## config.mk

```make
export PLATFORM = sky130hd
export DESIGN_NAME = adpcm_nibble_decoder_unit
export DESIGN_NICKNAME = d
export VERILOG_FILES = /design/src/rtl/adpcm_nd_pkg.sv /design/src/rtl/adpcm_nd_ctrl.sv /design/src/rtl/adpcm_nd_dp.sv /design/src/rtl/adpcm_nibble_decoder_unit.sv
export SDC_FILE = /design/constraint.sdc
export NUM_CORES = 1
export LEC_CHECK = 0
export ABC_AREA = 1
export BUFFER_PORTS_ARGS = -buffer_cell sky130_fd_sc_hd__buf_2
export CAP_MARGIN = 20
export CORE_ASPECT_RATIO = 2
export CORE_MARGIN = 2
export CORE_UTILIZATION = 50
export DETAILED_ROUTE_END_ITERATION = 16
export HOLD_SLACK_MARGIN = 0.12
export PLACE_DENSITY_LB_ADDON = 0.08
export SETUP_SLACK_MARGIN = 0.05
export SLEW_MARGIN = 20
export SYNTH_ARGS = -nofsm -noshare
export SYNTH_HDL_FRONTEND = slang
export SYNTH_SLANG_ARGS = --single-unit
```

## constraint.sdc

```tcl
create_clock -name i_clk -period 6.77 [get_ports i_clk]
set_clock_uncertainty 0.15 [all_clocks]
set_input_delay 1.6925 -clock i_clk [delete_from_list [all_inputs] [get_ports i_clk]]
set_output_delay 1.6925 -clock i_clk [all_outputs]
set_load 0.02 [all_outputs]
```

## src/rtl/adpcm_nd_pkg.sv

```systemverilog
`timescale 1ns / 1ps
// ----------------------------------------------------------------------------
// adpcm_nd_pkg
// Types, codes and tables shared by the 4-bit ADPCM nibble decoder.
// ----------------------------------------------------------------------------
package adpcm_nd_pkg;

    localparam int STEP_COUNT = 49;
    localparam int IDX_W      = 6;
    localparam int STEP_W     = 11;
    localparam int SAMPLE_W   = 12;
    localparam int LEVEL_W    = 17;
    localparam int COUNT_W    = 20;
    localparam int CFG_W      = 12;
    localparam int CHAN_W     = 9;
    localparam int PROD1_W    = 21;
    localparam int PROD2_W    = 34;
    localparam int LEVEL_SHIFT = 14;

    localparam logic [IDX_W-1:0]   IDX_MAX      = IDX_W'(STEP_COUNT - 1);
    localparam logic [COUNT_W-1:0] COUNT_LIMIT  = 20'h80000;
    localparam logic [CFG_W-1:0]   CHIP_VOL_RST = 12'd1024;
    localparam logic [CHAN_W-1:0]  CHAN_VOL_RST = 9'd64;

    // input item kinds
    localparam logic KIND_START = 1'b0;
    localparam logic KIND_DATA  = 1'b1;

    // configuration register indexes
    localparam logic CFG_CHIP_VOLUME = 1'b0;
    localparam logic CFG_CHAN_VOLUME = 1'b1;

    typedef enum logic [2:0] {
        ST_IDLE,
        ST_CHECK,
        ST_DECODE,
        ST_MUL1,
        ST_MUL2,
        ST_SCALE,
        ST_SEND
    } t_state;

    typedef struct packed {
        logic load_in;    // capture an accepted input beat
        logic kill;       // end playback, no result
        logic decode;     // decode the selected nibble
        logic mul1;       // sample times channel gain
        logic mul2;       // times chip gain
        logic scale;      // divide, saturate, load result register
        logic low_nibble; // nibble select
    } t_dp_cmd;

    typedef struct packed {
        logic can_decode;
        logic playing;
    } t_dp_stat;

    // step sizes: floor(1.1^i * 16)
    function automatic logic [STEP_W-1:0] step_size(input logic [IDX_W-1:0] idx);
        logic [STEP_W-1:0] s;
        unique case (idx)
            6'd0:  s = 11'd16;   6'd1:  s = 11'd17;   6'd2:  s = 11'd19;
            6'd3:  s = 11'd21;   6'd4:  s = 11'd23;   6'd5:  s = 11'd25;
            6'd6:  s = 11'd28;   6'd7:  s = 11'd31;   6'd8:  s = 11'd34;
            6'd9:  s = 11'd37;   6'd10: s = 11'd41;   6'd11: s = 11'd45;
            6'd12: s = 11'd50;   6'd13: s = 11'd55;   6'd14: s = 11'd60;
            6'd15: s = 11'd66;   6'd16: s = 11'd73;   6'd17: s = 11'd80;
            6'd18: s = 11'd88;   6'd19: s = 11'd97;   6'd20: s = 11'd107;
            6'd21: s = 11'd118;  6'd22: s = 11'd130;  6'd23: s = 11'd143;
            6'd24: s = 11'd157;  6'd25: s = 11'd173;  6'd26: s = 11'd190;
            6'd27: s = 11'd209;  6'd28: s = 11'd230;  6'd29: s = 11'd253;
            6'd30: s = 11'd279;  6'd31: s = 11'd307;  6'd32: s = 11'd337;
            6'd33: s = 11'd371;  6'd34: s = 11'd408;  6'd35: s = 11'd449;
            6'd36: s = 11'd494;  6'd37: s = 11'd544;  6'd38: s = 11'd598;
            6'd39: s = 11'd658;  6'd40: s = 11'd724;  6'd41: s = 11'd796;
            6'd42: s = 11'd876;  6'd43: s = 11'd963;  6'd44: s = 11'd1060;
            6'd45: s = 11'd1166; 6'd46: s = 11'd1282; 6'd47: s = 11'd1411;
            default: s = 11'd1552;
        endcase
        return s;
    endfunction

    function automatic logic signed [4:0] index_move(input logic [2:0] mag);
        logic signed [4:0] m;
        unique case (mag)
            3'd4:    m = 5'sd2;
            3'd5:    m = 5'sd4;
            3'd6:    m = 5'sd6;
            3'd7:    m = 5'sd8;
            default: m = -5'sd1;
        endcase
        return m;
    endfunction

endpackage

```

## src/rtl/adpcm_nd_ctrl.sv

```systemverilog
`timescale 1ns / 1ps
// ----------------------------------------------------------------------------
// adpcm_nd_ctrl
// Sequencer: accepts beats, steps each nibble through decode and scaling.
// ----------------------------------------------------------------------------
module adpcm_nd_ctrl
    import adpcm_nd_pkg::*;
(
    input  logic     i_clk,
    input  logic     i_rst_n,
    input  logic     i_in_valid,
    input  logic     i_kind,
    output logic     o_in_ready,
    output logic     o_out_valid,
    input  logic     i_out_ready,
    input  t_dp_stat i_stat,
    output t_dp_cmd  o_cmd
);

    t_state r_state, n_state;
    logic   r_low, n_low;

    always_ff @(posedge i_clk) begin
        if (!i_rst_n) begin
            r_state <= ST_IDLE;
            r_low   <= 1'b0;
        end else begin
            r_state <= n_state;
            r_low   <= n_low;
        end
    end

    always_comb begin
        n_state     = r_state;
        n_low       = r_low;
        o_cmd       = '0;
        o_cmd.low_nibble = r_low;
        o_in_ready  = 1'b0;
        o_out_valid = 1'b0;
        unique case (r_state)
            ST_IDLE: begin
                o_in_ready = 1'b1;
                if (i_in_valid) begin
                    o_cmd.load_in = 1'b1;
                    if (i_kind == KIND_DATA) begin
                        n_low   = 1'b0;
                        n_state = ST_CHECK;
                    end
                end
            end
            ST_CHECK: begin
                // drop the byte when nothing is left to play
                if (i_stat.can_decode) begin
                    n_state = ST_DECODE;
                end else begin
                    o_cmd.kill = 1'b1;
                    n_state    = ST_IDLE;
                end
            end
            ST_DECODE: begin
                o_cmd.decode = 1'b1;
                n_state      = ST_MUL1;
            end
            ST_MUL1: begin
                o_cmd.mul1 = 1'b1;
                n_state    = ST_MUL2;
            end
            ST_MUL2: begin
                o_cmd.mul2 = 1'b1;
                n_state    = ST_SCALE;
            end
            ST_SCALE: begin
                o_cmd.scale = 1'b1;
                n_state     = ST_SEND;
            end
            ST_SEND: begin
                o_out_valid = 1'b1;
                if (i_out_ready) begin
                    if (!r_low && i_stat.playing) begin
                        n_low   = 1'b1;
                        n_state = ST_DECODE;
                    end else begin
                        n_state = ST_IDLE;
                    end
                end
            end
            default: n_state = ST_IDLE;
        endcase
    end

endmodule

```

## src/rtl/adpcm_nd_dp.sv

```systemverilog
`timescale 1ns / 1ps
// ----------------------------------------------------------------------------
// adpcm_nd_dp
// Datapath: decoder state, gain registers, two multiplies and the result.
// ----------------------------------------------------------------------------
module adpcm_nd_dp
    import adpcm_nd_pkg::*;
(
    input  logic                       i_clk,
    input  logic                       i_rst_n,
    input  t_dp_cmd                    i_cmd,
    output t_dp_stat                   o_stat,
    input  logic                       i_cfg_we,
    input  logic                       i_cfg_index,
    input  logic [CFG_W-1:0]           i_cfg_data,
    input  logic                       i_kind,
    input  logic [COUNT_W-1:0]         i_nibble_count,
    input  logic [7:0]                 i_data_byte,
    output logic signed [SAMPLE_W-1:0] o_sample,
    output logic signed [LEVEL_W-1:0]  o_level,
    output logic                       o_last,
    output logic                       o_playing
);

    logic [CFG_W-1:0]           r_chip_vol;
    logic [CHAN_W-1:0]          r_chan_vol;
    logic signed [SAMPLE_W-1:0] r_sample;
    logic [IDX_W-1:0]           r_index;
    logic [COUNT_W-1:0]         r_left;
    logic                       r_active;
    logic [7:0]                 r_byte;
    logic signed [PROD1_W-1:0]  r_prod1;
    logic signed [PROD2_W-1:0]  r_prod2;

    logic [3:0]                 w_code;
    logic [STEP_W-1:0]          w_step;
    logic [SAMPLE_W-1:0]        w_delta;
    logic signed [13:0]         w_sum;
    logic signed [SAMPLE_W-1:0] n_sample;
    logic signed [7:0]          w_idx_sum;
    logic [IDX_W-1:0]           n_index;
    logic signed [PROD1_W-1:0]  n_prod1;
    logic signed [PROD2_W-1:0]  n_prod2;
    logic signed [PROD2_W-1:0]  w_biased;
    logic signed [19:0]         w_quot;
    logic signed [LEVEL_W-1:0]  n_level;
    logic signed [4:0]          w_move;

    // nibble decode
    always_comb begin
        w_code  = i_cmd.low_nibble ? r_byte[3:0] : r_byte[7:4];
        w_step  = step_size(r_index);
        w_delta = SAMPLE_W'(w_step >> 3)
                + (w_code[0] ? SAMPLE_W'(w_step >> 2) : '0)
                + (w_code[1] ? SAMPLE_W'(w_step >> 1) : '0)
                + (w_code[2] ? SAMPLE_W'(w_step) : '0);
        if (w_code[3]) begin
            w_sum = {{2{r_sample[SAMPLE_W-1]}}, r_sample} - $signed({2'b00, w_delta});
        end else begin
            w_sum = {{2{r_sample[SAMPLE_W-1]}}, r_sample} + $signed({2'b00, w_delta});
        end
        priority if (w_sum > 14'sd2047) begin
            n_sample = 12'sd2047;
        end else if (w_sum < -14'sd2048) begin
            n_sample = -12'sd2048;
        end else begin
            n_sample = w_sum[SAMPLE_W-1:0];
        end
        w_move    = index_move(w_code[2:0]);
        w_idx_sum = $signed({2'b00, r_index}) + $signed({{3{w_move[4]}}, w_move});
        priority if (w_idx_sum < 8'sd0) begin
            n_index = '0;
        end else if (w_idx_sum > $signed({2'b00, IDX_MAX})) begin
            n_index = IDX_MAX;
        end else begin
            n_index = w_idx_sum[IDX_W-1:0];
        end
    end

    // gain and truncating divide by 2^14
    always_comb begin
        n_prod1  = r_sample * $signed({1'b0, r_chan_vol});
        n_prod2  = r_prod1 * $signed({1'b0, r_chip_vol});
        w_biased = r_prod2 + (r_prod2[PROD2_W-1] ? PROD2_W'((1 << LEVEL_SHIFT) - 1) : '0);
        w_quot   = w_biased[PROD2_W-1:LEVEL_SHIFT];
        priority if (w_quot > 20'sd65535) begin
            n_level = 17'sd65535;
        end else if (w_quot < -20'sd65536) begin
            n_level = -17'sd65536;
        end else begin
            n_level = w_quot[LEVEL_W-1:0];
        end
    end

    always_ff @(posedge i_clk) begin
        if (!i_rst_n) begin
            r_chip_vol <= CHIP_VOL_RST;
            r_chan_vol <= CHAN_VOL_RST;
            r_sample   <= '0;
            r_index    <= '0;
            r_left     <= '0;
            r_active   <= 1'b0;
        end else begin
            if (i_cfg_we) begin
                unique case (i_cfg_index)
                    CFG_CHIP_VOLUME: r_chip_vol <= i_cfg_data;
                    CFG_CHAN_VOLUME: r_chan_vol <= i_cfg_data[CHAN_W-1:0];
                endcase
            end
            if (i_cmd.load_in && i_kind == KIND_START && i_nibble_count < COUNT_LIMIT) begin
                r_sample <= '0;
                r_index  <= '0;
                r_left   <= i_nibble_count;
                r_active <= (i_nibble_count != '0);
            end
            if (i_cmd.kill) begin
                r_active <= 1'b0;
            end
            if (i_cmd.decode) begin
                r_sample <= n_sample;
                r_index  <= n_index;
                r_left   <= r_left - 1'b1;
                r_active <= (r_left != COUNT_W'(1));
            end
        end
    end

    always_ff @(posedge i_clk) begin
        if (i_cmd.load_in) begin
            r_byte <= i_data_byte;
        end
        if (i_cmd.mul1) begin
            r_prod1 <= n_prod1;
        end
        if (i_cmd.mul2) begin
            r_prod2 <= n_prod2;
        end
        if (i_cmd.scale) begin
            o_sample  <= r_sample;
            o_level   <= n_level;
            o_last    <= i_cmd.low_nibble | ~r_active;
            o_playing <= r_active;
        end
    end

    assign o_stat.can_decode = r_active && (r_left != '0);
    assign o_stat.playing    = r_active;

endmodule

```

## src/rtl/adpcm_nibble_decoder_unit.sv

```systemverilog
`timescale 1ns / 1ps
// ----------------------------------------------------------------------------
// adpcm_nibble_decoder_unit
// 4-bit ADPCM decoder: start beats arm playback, data beats give up to two
// samples (high nibble first), each with a gain-scaled level.
// ----------------------------------------------------------------------------
//  channel  handshake                 payload
//  in       i_in_valid / o_in_ready   i_kind, i_nibble_count, i_data_byte
//  out      o_out_valid / i_out_ready o_sample, o_level, o_last, o_playing
//  cfg      i_cfg_we (no wait)        i_cfg_index, i_cfg_data
//
//  A data beat is checked first; each decoded nibble then steps through
//  decode, two chained gain multiplies and scale, then the out beat.
//  Input is taken only when the sequencer is idle; a stalled out beat
//  holds everything. Reset is synchronous, low active, and restores the
//  gains to 1024 and 64 and stops playback.
// ----------------------------------------------------------------------------
module adpcm_nibble_decoder_unit
    import adpcm_nd_pkg::*;
(
    input  logic                       i_clk,
    input  logic                       i_rst_n,
    input  logic                       i_in_valid,
    output logic                       o_in_ready,
    input  logic                       i_kind,
    input  logic [COUNT_W-1:0]         i_nibble_count,
    input  logic [7:0]                 i_data_byte,
    output logic                       o_out_valid,
    input  logic                       i_out_ready,
    output logic signed [SAMPLE_W-1:0] o_sample,
    output logic signed [LEVEL_W-1:0]  o_level,
    output logic                       o_last,
    output logic                       o_playing,
    input  logic                       i_cfg_we,
    input  logic                       i_cfg_index,
    input  logic [CFG_W-1:0]           i_cfg_data
);

    t_dp_cmd  w_cmd;
    t_dp_stat w_stat;

    // sequencer: owns the handshakes, issues at most one command per cycle
    adpcm_nd_ctrl u_ctrl (
        .i_clk       (i_clk),
        .i_rst_n     (i_rst_n),
        .i_in_valid  (i_in_valid),
        .i_kind      (i_kind),
        .o_in_ready  (o_in_ready),
        .o_out_valid (o_out_valid),
        .i_out_ready (i_out_ready),
        .i_stat      (w_stat),
        .o_cmd       (w_cmd)
    );

    // datapath: decoder state, gains, multiplies, result register
    adpcm_nd_dp u_dp (
        .i_clk          (i_clk),
        .i_rst_n        (i_rst_n),
        .i_cmd          (w_cmd),
        .o_stat         (w_stat),
        .i_cfg_we       (i_cfg_we),
        .i_cfg_index    (i_cfg_index),
        .i_cfg_data     (i_cfg_data),
        .i_kind         (i_kind),
        .i_nibble_count (i_nibble_count),
        .i_data_byte    (i_data_byte),
        .o_sample       (o_sample),
        .o_level        (o_level),
        .o_last         (o_last),
        .o_playing      (o_playing)
    );

    // never take input while a result beat is pending
    a_no_overlap: assert property (@(posedge i_clk) disable iff (!i_rst_n)
        !(o_in_ready && o_out_valid))
        else $error("input accepted while result pending");

    // a result that is not the byte's last keeps playback going
    a_first_plays: assert property (@(posedge i_clk) disable iff (!i_rst_n)
        (o_out_valid && !o_last) |-> o_playing)
        else $error("non-final result without playback");

    // after a non-final beat the second nibble follows before new input
    a_second_follows: assert property (@(posedge i_clk) disable iff (!i_rst_n)
        (o_out_valid && i_out_ready && !o_last) |=> !o_in_ready)
        else $error("low nibble skipped");

endmodule

```

==> results.json <==
{
  "status": "finished, final reports clean",
  "timing.rr.end": "u_dp.r_prod2[33]$_DFFE_PN_",
  "via_per_inst": 5.25,
  "finalWeightedCongestion": 0.969,
  "h-tree-depth": 4,
  "clk_pin_slew_ps": 80,
  "dp.final_hpwl_um": 57400,
  "whs_endpoint": "u_dp.r_left[19]$_SDFFE_PN0N_",
  "slew-limit-headroom_pct": 37.9,
  "grt_overflow": 0,
  "pin_count": 80,
  "area_growth_pct": 7.66,
  "synth_most_common_cell": "inv_1",
  "fin_crit_sh_pct": 94.2,
  "synth_area_leaders": "fa_1 29%, edfxtp_1 12%, inv_1 12%, nand2_1 11%, ha_1 9.6%",
  "grt_pass1_wl_um": 109000,
  "grt.total_usage_pct": 29.2,
  "rsz0062_at_grt": "false",
  "crit_family": "adder cells",
  "vias": 19500,
  "synth_top_area_cell": "fa_1",
  "place_ws_ps": 283,
  "ys.flop_type": "edfxtp_1",
  "hold_viol": 0,
  "hold_class": "flip-flop to flip-flop",
  "fin_util_pct": 54.4,
  "dpl_cell_area_um2": 24700,
  "syn_area_um2": 23600,
  "ys_types": 53,
  "final_cell_area_um2": 25400,
  "power.density_nw_per_um2": 162,
  "synth_nets": 3590,
  "worstSetupStartpointType": "flip-flop",
  "p_leak_uw": 0.0142,
  "syn_inst": 3024,
  "cp_max_fo": 10,
  "antenna_left": 0,
  "maxCapViolCount": 0,
  "synth_edf_count": 94,
  "drc_errors": 0,
  "rrSetupSlack_ps": 390,
  "syn_area_per_cell_um2": 7.80,
  "critPathMostFrequentCell": "fa_1",
  "cts_root_buf": "clkbuf_16",
  "antenna_found_initial": 8,
  "endpoint_kind": "flip-flop",
  "r2r_start": "u_dp.r_chip_vol[1]$_SDFFE_PN0P_",
  "vdd_drop_max_mv": 0.165,
  "hold_depth": 1,
  "critPathMaxStageDelay_ps": 780,
  "drive_gt1_share_pct": 6.81,
  "slowest_stage": "dfxtp_1",
  "core_area_um2": 46700,
  "drv_slew": 0,
  "synth_warnings": 0,
  "max_freq_mhz": 157,
  "worstPathArrival_ps": 6450,
  "ys_seq_area_share_pct": 18.3,
  "clkLatencyLatePin_ps": 470,
  "async_flop_share_pct": 0,
  "fin_ws_ps": 391,
  "grt_max_degree": 36,
  "io_buffer_count": 79,
  "wl_um": 68200,
  "cts_tree": "yes",
  "die_w_um": 158,
  "path_buf_inv": 4,
  "yosys-top-cells-count": "747 x inv_1, 717 x nand2_1, 338 x fa_1",
  "fin_crit_ps": 6380,
  "drt_iter0_drc": 954,
  "cts.path.max_buffers": 2,
  "cts-buffers-inserted": 17,
  "yosysTopAreaCellShare_pct": 28.7,
  "critical_path_class": "flip-flop to flip-flop",
  "rows": 112,
  "cts_hold_buf": 0,
  "initial_core_util_pct": 50.6,
  "cts.sinks": 169,
  "yosys_register_bits": 169,
  "avgRoutedWirePerCell_um": 18.3,
  "holdCritStartpoint": "u_dp.r_left[19]$_SDFFE_PN0N_",
  "grt_pass1_vias": 21400,
  "tightest_slew_ps": 930,
  "reg2reg_depth": 21,
  "die_area_um2": 49000,
  "cp_cell_sequence": "buf_4, nand2_1, fa_1, inv_1, fa_1, fa_1, inv_1, fa_1, inv_1, fa_1, ha_1, nand2_1, nor2_1, and2_1, o21ai_0, nand3_1, nand2_1, o211ai_1, a21oi_1, o21ai_0, xor2_1",
  "die_y_um": 311,
  "setup_tns_ps": 0,
  "dr.pass1.iters": 8,
  "cp.required_ps": 6840,
  "setup_viol": 0,
  "nets": 3638
}
[cell type report]
| type | count | area (µm²) |
|---|---|---|
| fill | 4605 | 21300 |
| inverter | 758 | 2850 |
| sequential | 169 | 4330 |
| antenna | 5 | 12.5 |
| tap | 627 | 785 |
| timing repair buffer | 125 | 741 |
| multi-input combinational | 2001 | 16100 |
| clock buffer | 17 | 425 |
| clock inverter | 15 | 201 |
[metal layers]
| metal | share of wire, % | track usage (%) | vias to the layer above |
|---|---|---|---|
| li1 | - | - | 9231 |
| met3 | 3.3 | 3.59 | 257 |
| met4 | 7.8 | 20.2 | 4 |
| met2 | 57 | 57.7 | 508 |
| met1 | 32 | 26.4 | 9521 |
| met5 | 0.032 | 0 | - |
[power by group]
part	internal, µW	total [µW]	leakage [µW]	switching [µW]
logic	693	1840	0.0124	1140
registers	1170	1220	0.00148	48.0
clock network	514	1060	0.000304	549
total	2380	4120	0.0142	1740
[worst reg2reg max path, stage by stage (launching register included)]
cell	delay, ps
dfxtp_1	780
buf_4	310
nand2_1	90
fa_1	500
inv_1	50
fa_1	520
fa_1	530
inv_1	50
fa_1	470
inv_1	60
fa_1	490
ha_1	380
nand2_1	130
nor2_1	70
and2_1	150
o21ai_0	210
nand3_1	200
nand2_1	110
o211ai_1	170
a21oi_1	370
o21ai_0	170
xor2_1	170
[registers in the layout (all words and copies together), names as in the netlist, 3 cells and up]
| signal | flops |
|---|---|
| u_dp.r_prod2 | 34 |
| u_dp.r_prod1 | 21 |
| u_dp.r_left | 20 |
| u_dp.o_level | 17 |
| u_dp.o_sample | 12 |
| u_dp.r_chip_vol | 12 |
| u_dp.r_sample | 12 |
| u_dp.w_step | 11 |
| u_dp.r_chan_vol | 9 |
| u_dp.r_byte | 8 |
| u_dp.r_index | 6 |
| u_ctrl.r_state | 3 |
[kinds of logic (layout without fill, tap and decap cells)]
| logic type | after synthesis | count (layout) | share of synthesized area (%) |
|---|---|---|---|
| flip-flops | 169 | 169 | 18.3 |
| buffers and inverters | 854 | 915 | 13.8 |
| AO/OA/AOI/OAI | 264 | 264 | 6.30 |
| AND/OR/NAND/NOR | 1127 | 1127 | 19.9 |
| XOR/XNOR | 91 | 91 | 3.38 |
| adder cells (fa/ha/maj) | 519 | 519 | 38.3 |
| other | 0 | 5 | 0 |
[worst max-delay path by stage]
stage | startpoint | end | slack, ps | cells after the start
2_1_floorplan | u_ctrl.r_low$_SDFFE_PN0P_ | u_dp.r_sample[3]$_SDFFE_PN0N_ | 800 | 30
3_3_place_gp | u_ctrl.r_low$_SDFFE_PN0P_ | u_dp.r_sample[3]$_SDFFE_PN0N_ | 350 | 29
3_5_place_dp | u_dp.r_chip_vol[8]$_SDFFE_PN0P_ | u_dp.r_prod2[33]$_DFFE_PN_ | 280 | 19
4_1_cts | u_dp.r_chip_vol[8]$_SDFFE_PN0P_ | u_dp.r_prod2[33]$_DFFE_PN_ | 270 | 19
5_1_grt | u_ctrl.r_low$_SDFFE_PN0P_ | u_dp.r_sample[3]$_SDFFE_PN0N_ | 60 | 30
6_report | u_dp.r_chip_vol[1]$_SDFFE_PN0P_ | u_dp.r_prod2[33]$_DFFE_PN_ | 390 | 21
[per-stage QoR]
| stage | total power [µW] | hold slack (ps) | std cells |
|---|---|---|---|
| 2_1_floorplan | 2600 | 279 | 3024 |
| 3_3_place_gp | 3020 | 311 | 3680 |
| 3_5_place_dp | 3070 | 309 | 3680 |
| 4_1_cts | 4150 | 321 | 3712 |
| 5_1_grt | 4430 | 337 | 3716 |
| 6_report | 4120 | 326 | 3717 |
[cell usage in the layout, fill, tap and decap left out, types with 4 or more instances in the layout]
cell / n
nand2_2: 10
nand2_4: 4
o31ai_1: 4
fa_1: 338
diode_2: 5
buf_4: 46
nand3_1: 102
buf_2: 79
nand4_1: 37
dfxtp_1: 73
nor3_2: 4
inv_1: 747
nand2_1: 716
clkinv_8: 4
o21ai_2: 4
o21ai_1: 6
xor2_1: 62
a21oi_1: 103
nor2_4: 4
nor4_1: 10
nor2_1: 186
edfxtp_1: 94
a31oi_1: 21
inv_2: 9
ha_1: 181
inv_8: 4
a21boi_0: 7
o211ai_1: 7
o21bai_1: 5
o21ai_0: 84
inv_12: 4
clkbuf_16: 17
xnor2_1: 29
or2_2: 10
o22ai_1: 4
a211oi_1: 5
nand3b_1: 12
nor3_1: 21
[what timing repair did]
item | 4_1_cts | 5_1_grt
resized for setup | 0 | 8
setup buffers | 0 | 0
setup endpoints to repair | 0 | 14
Note: power is estimated with default switching activity, not from simulation.
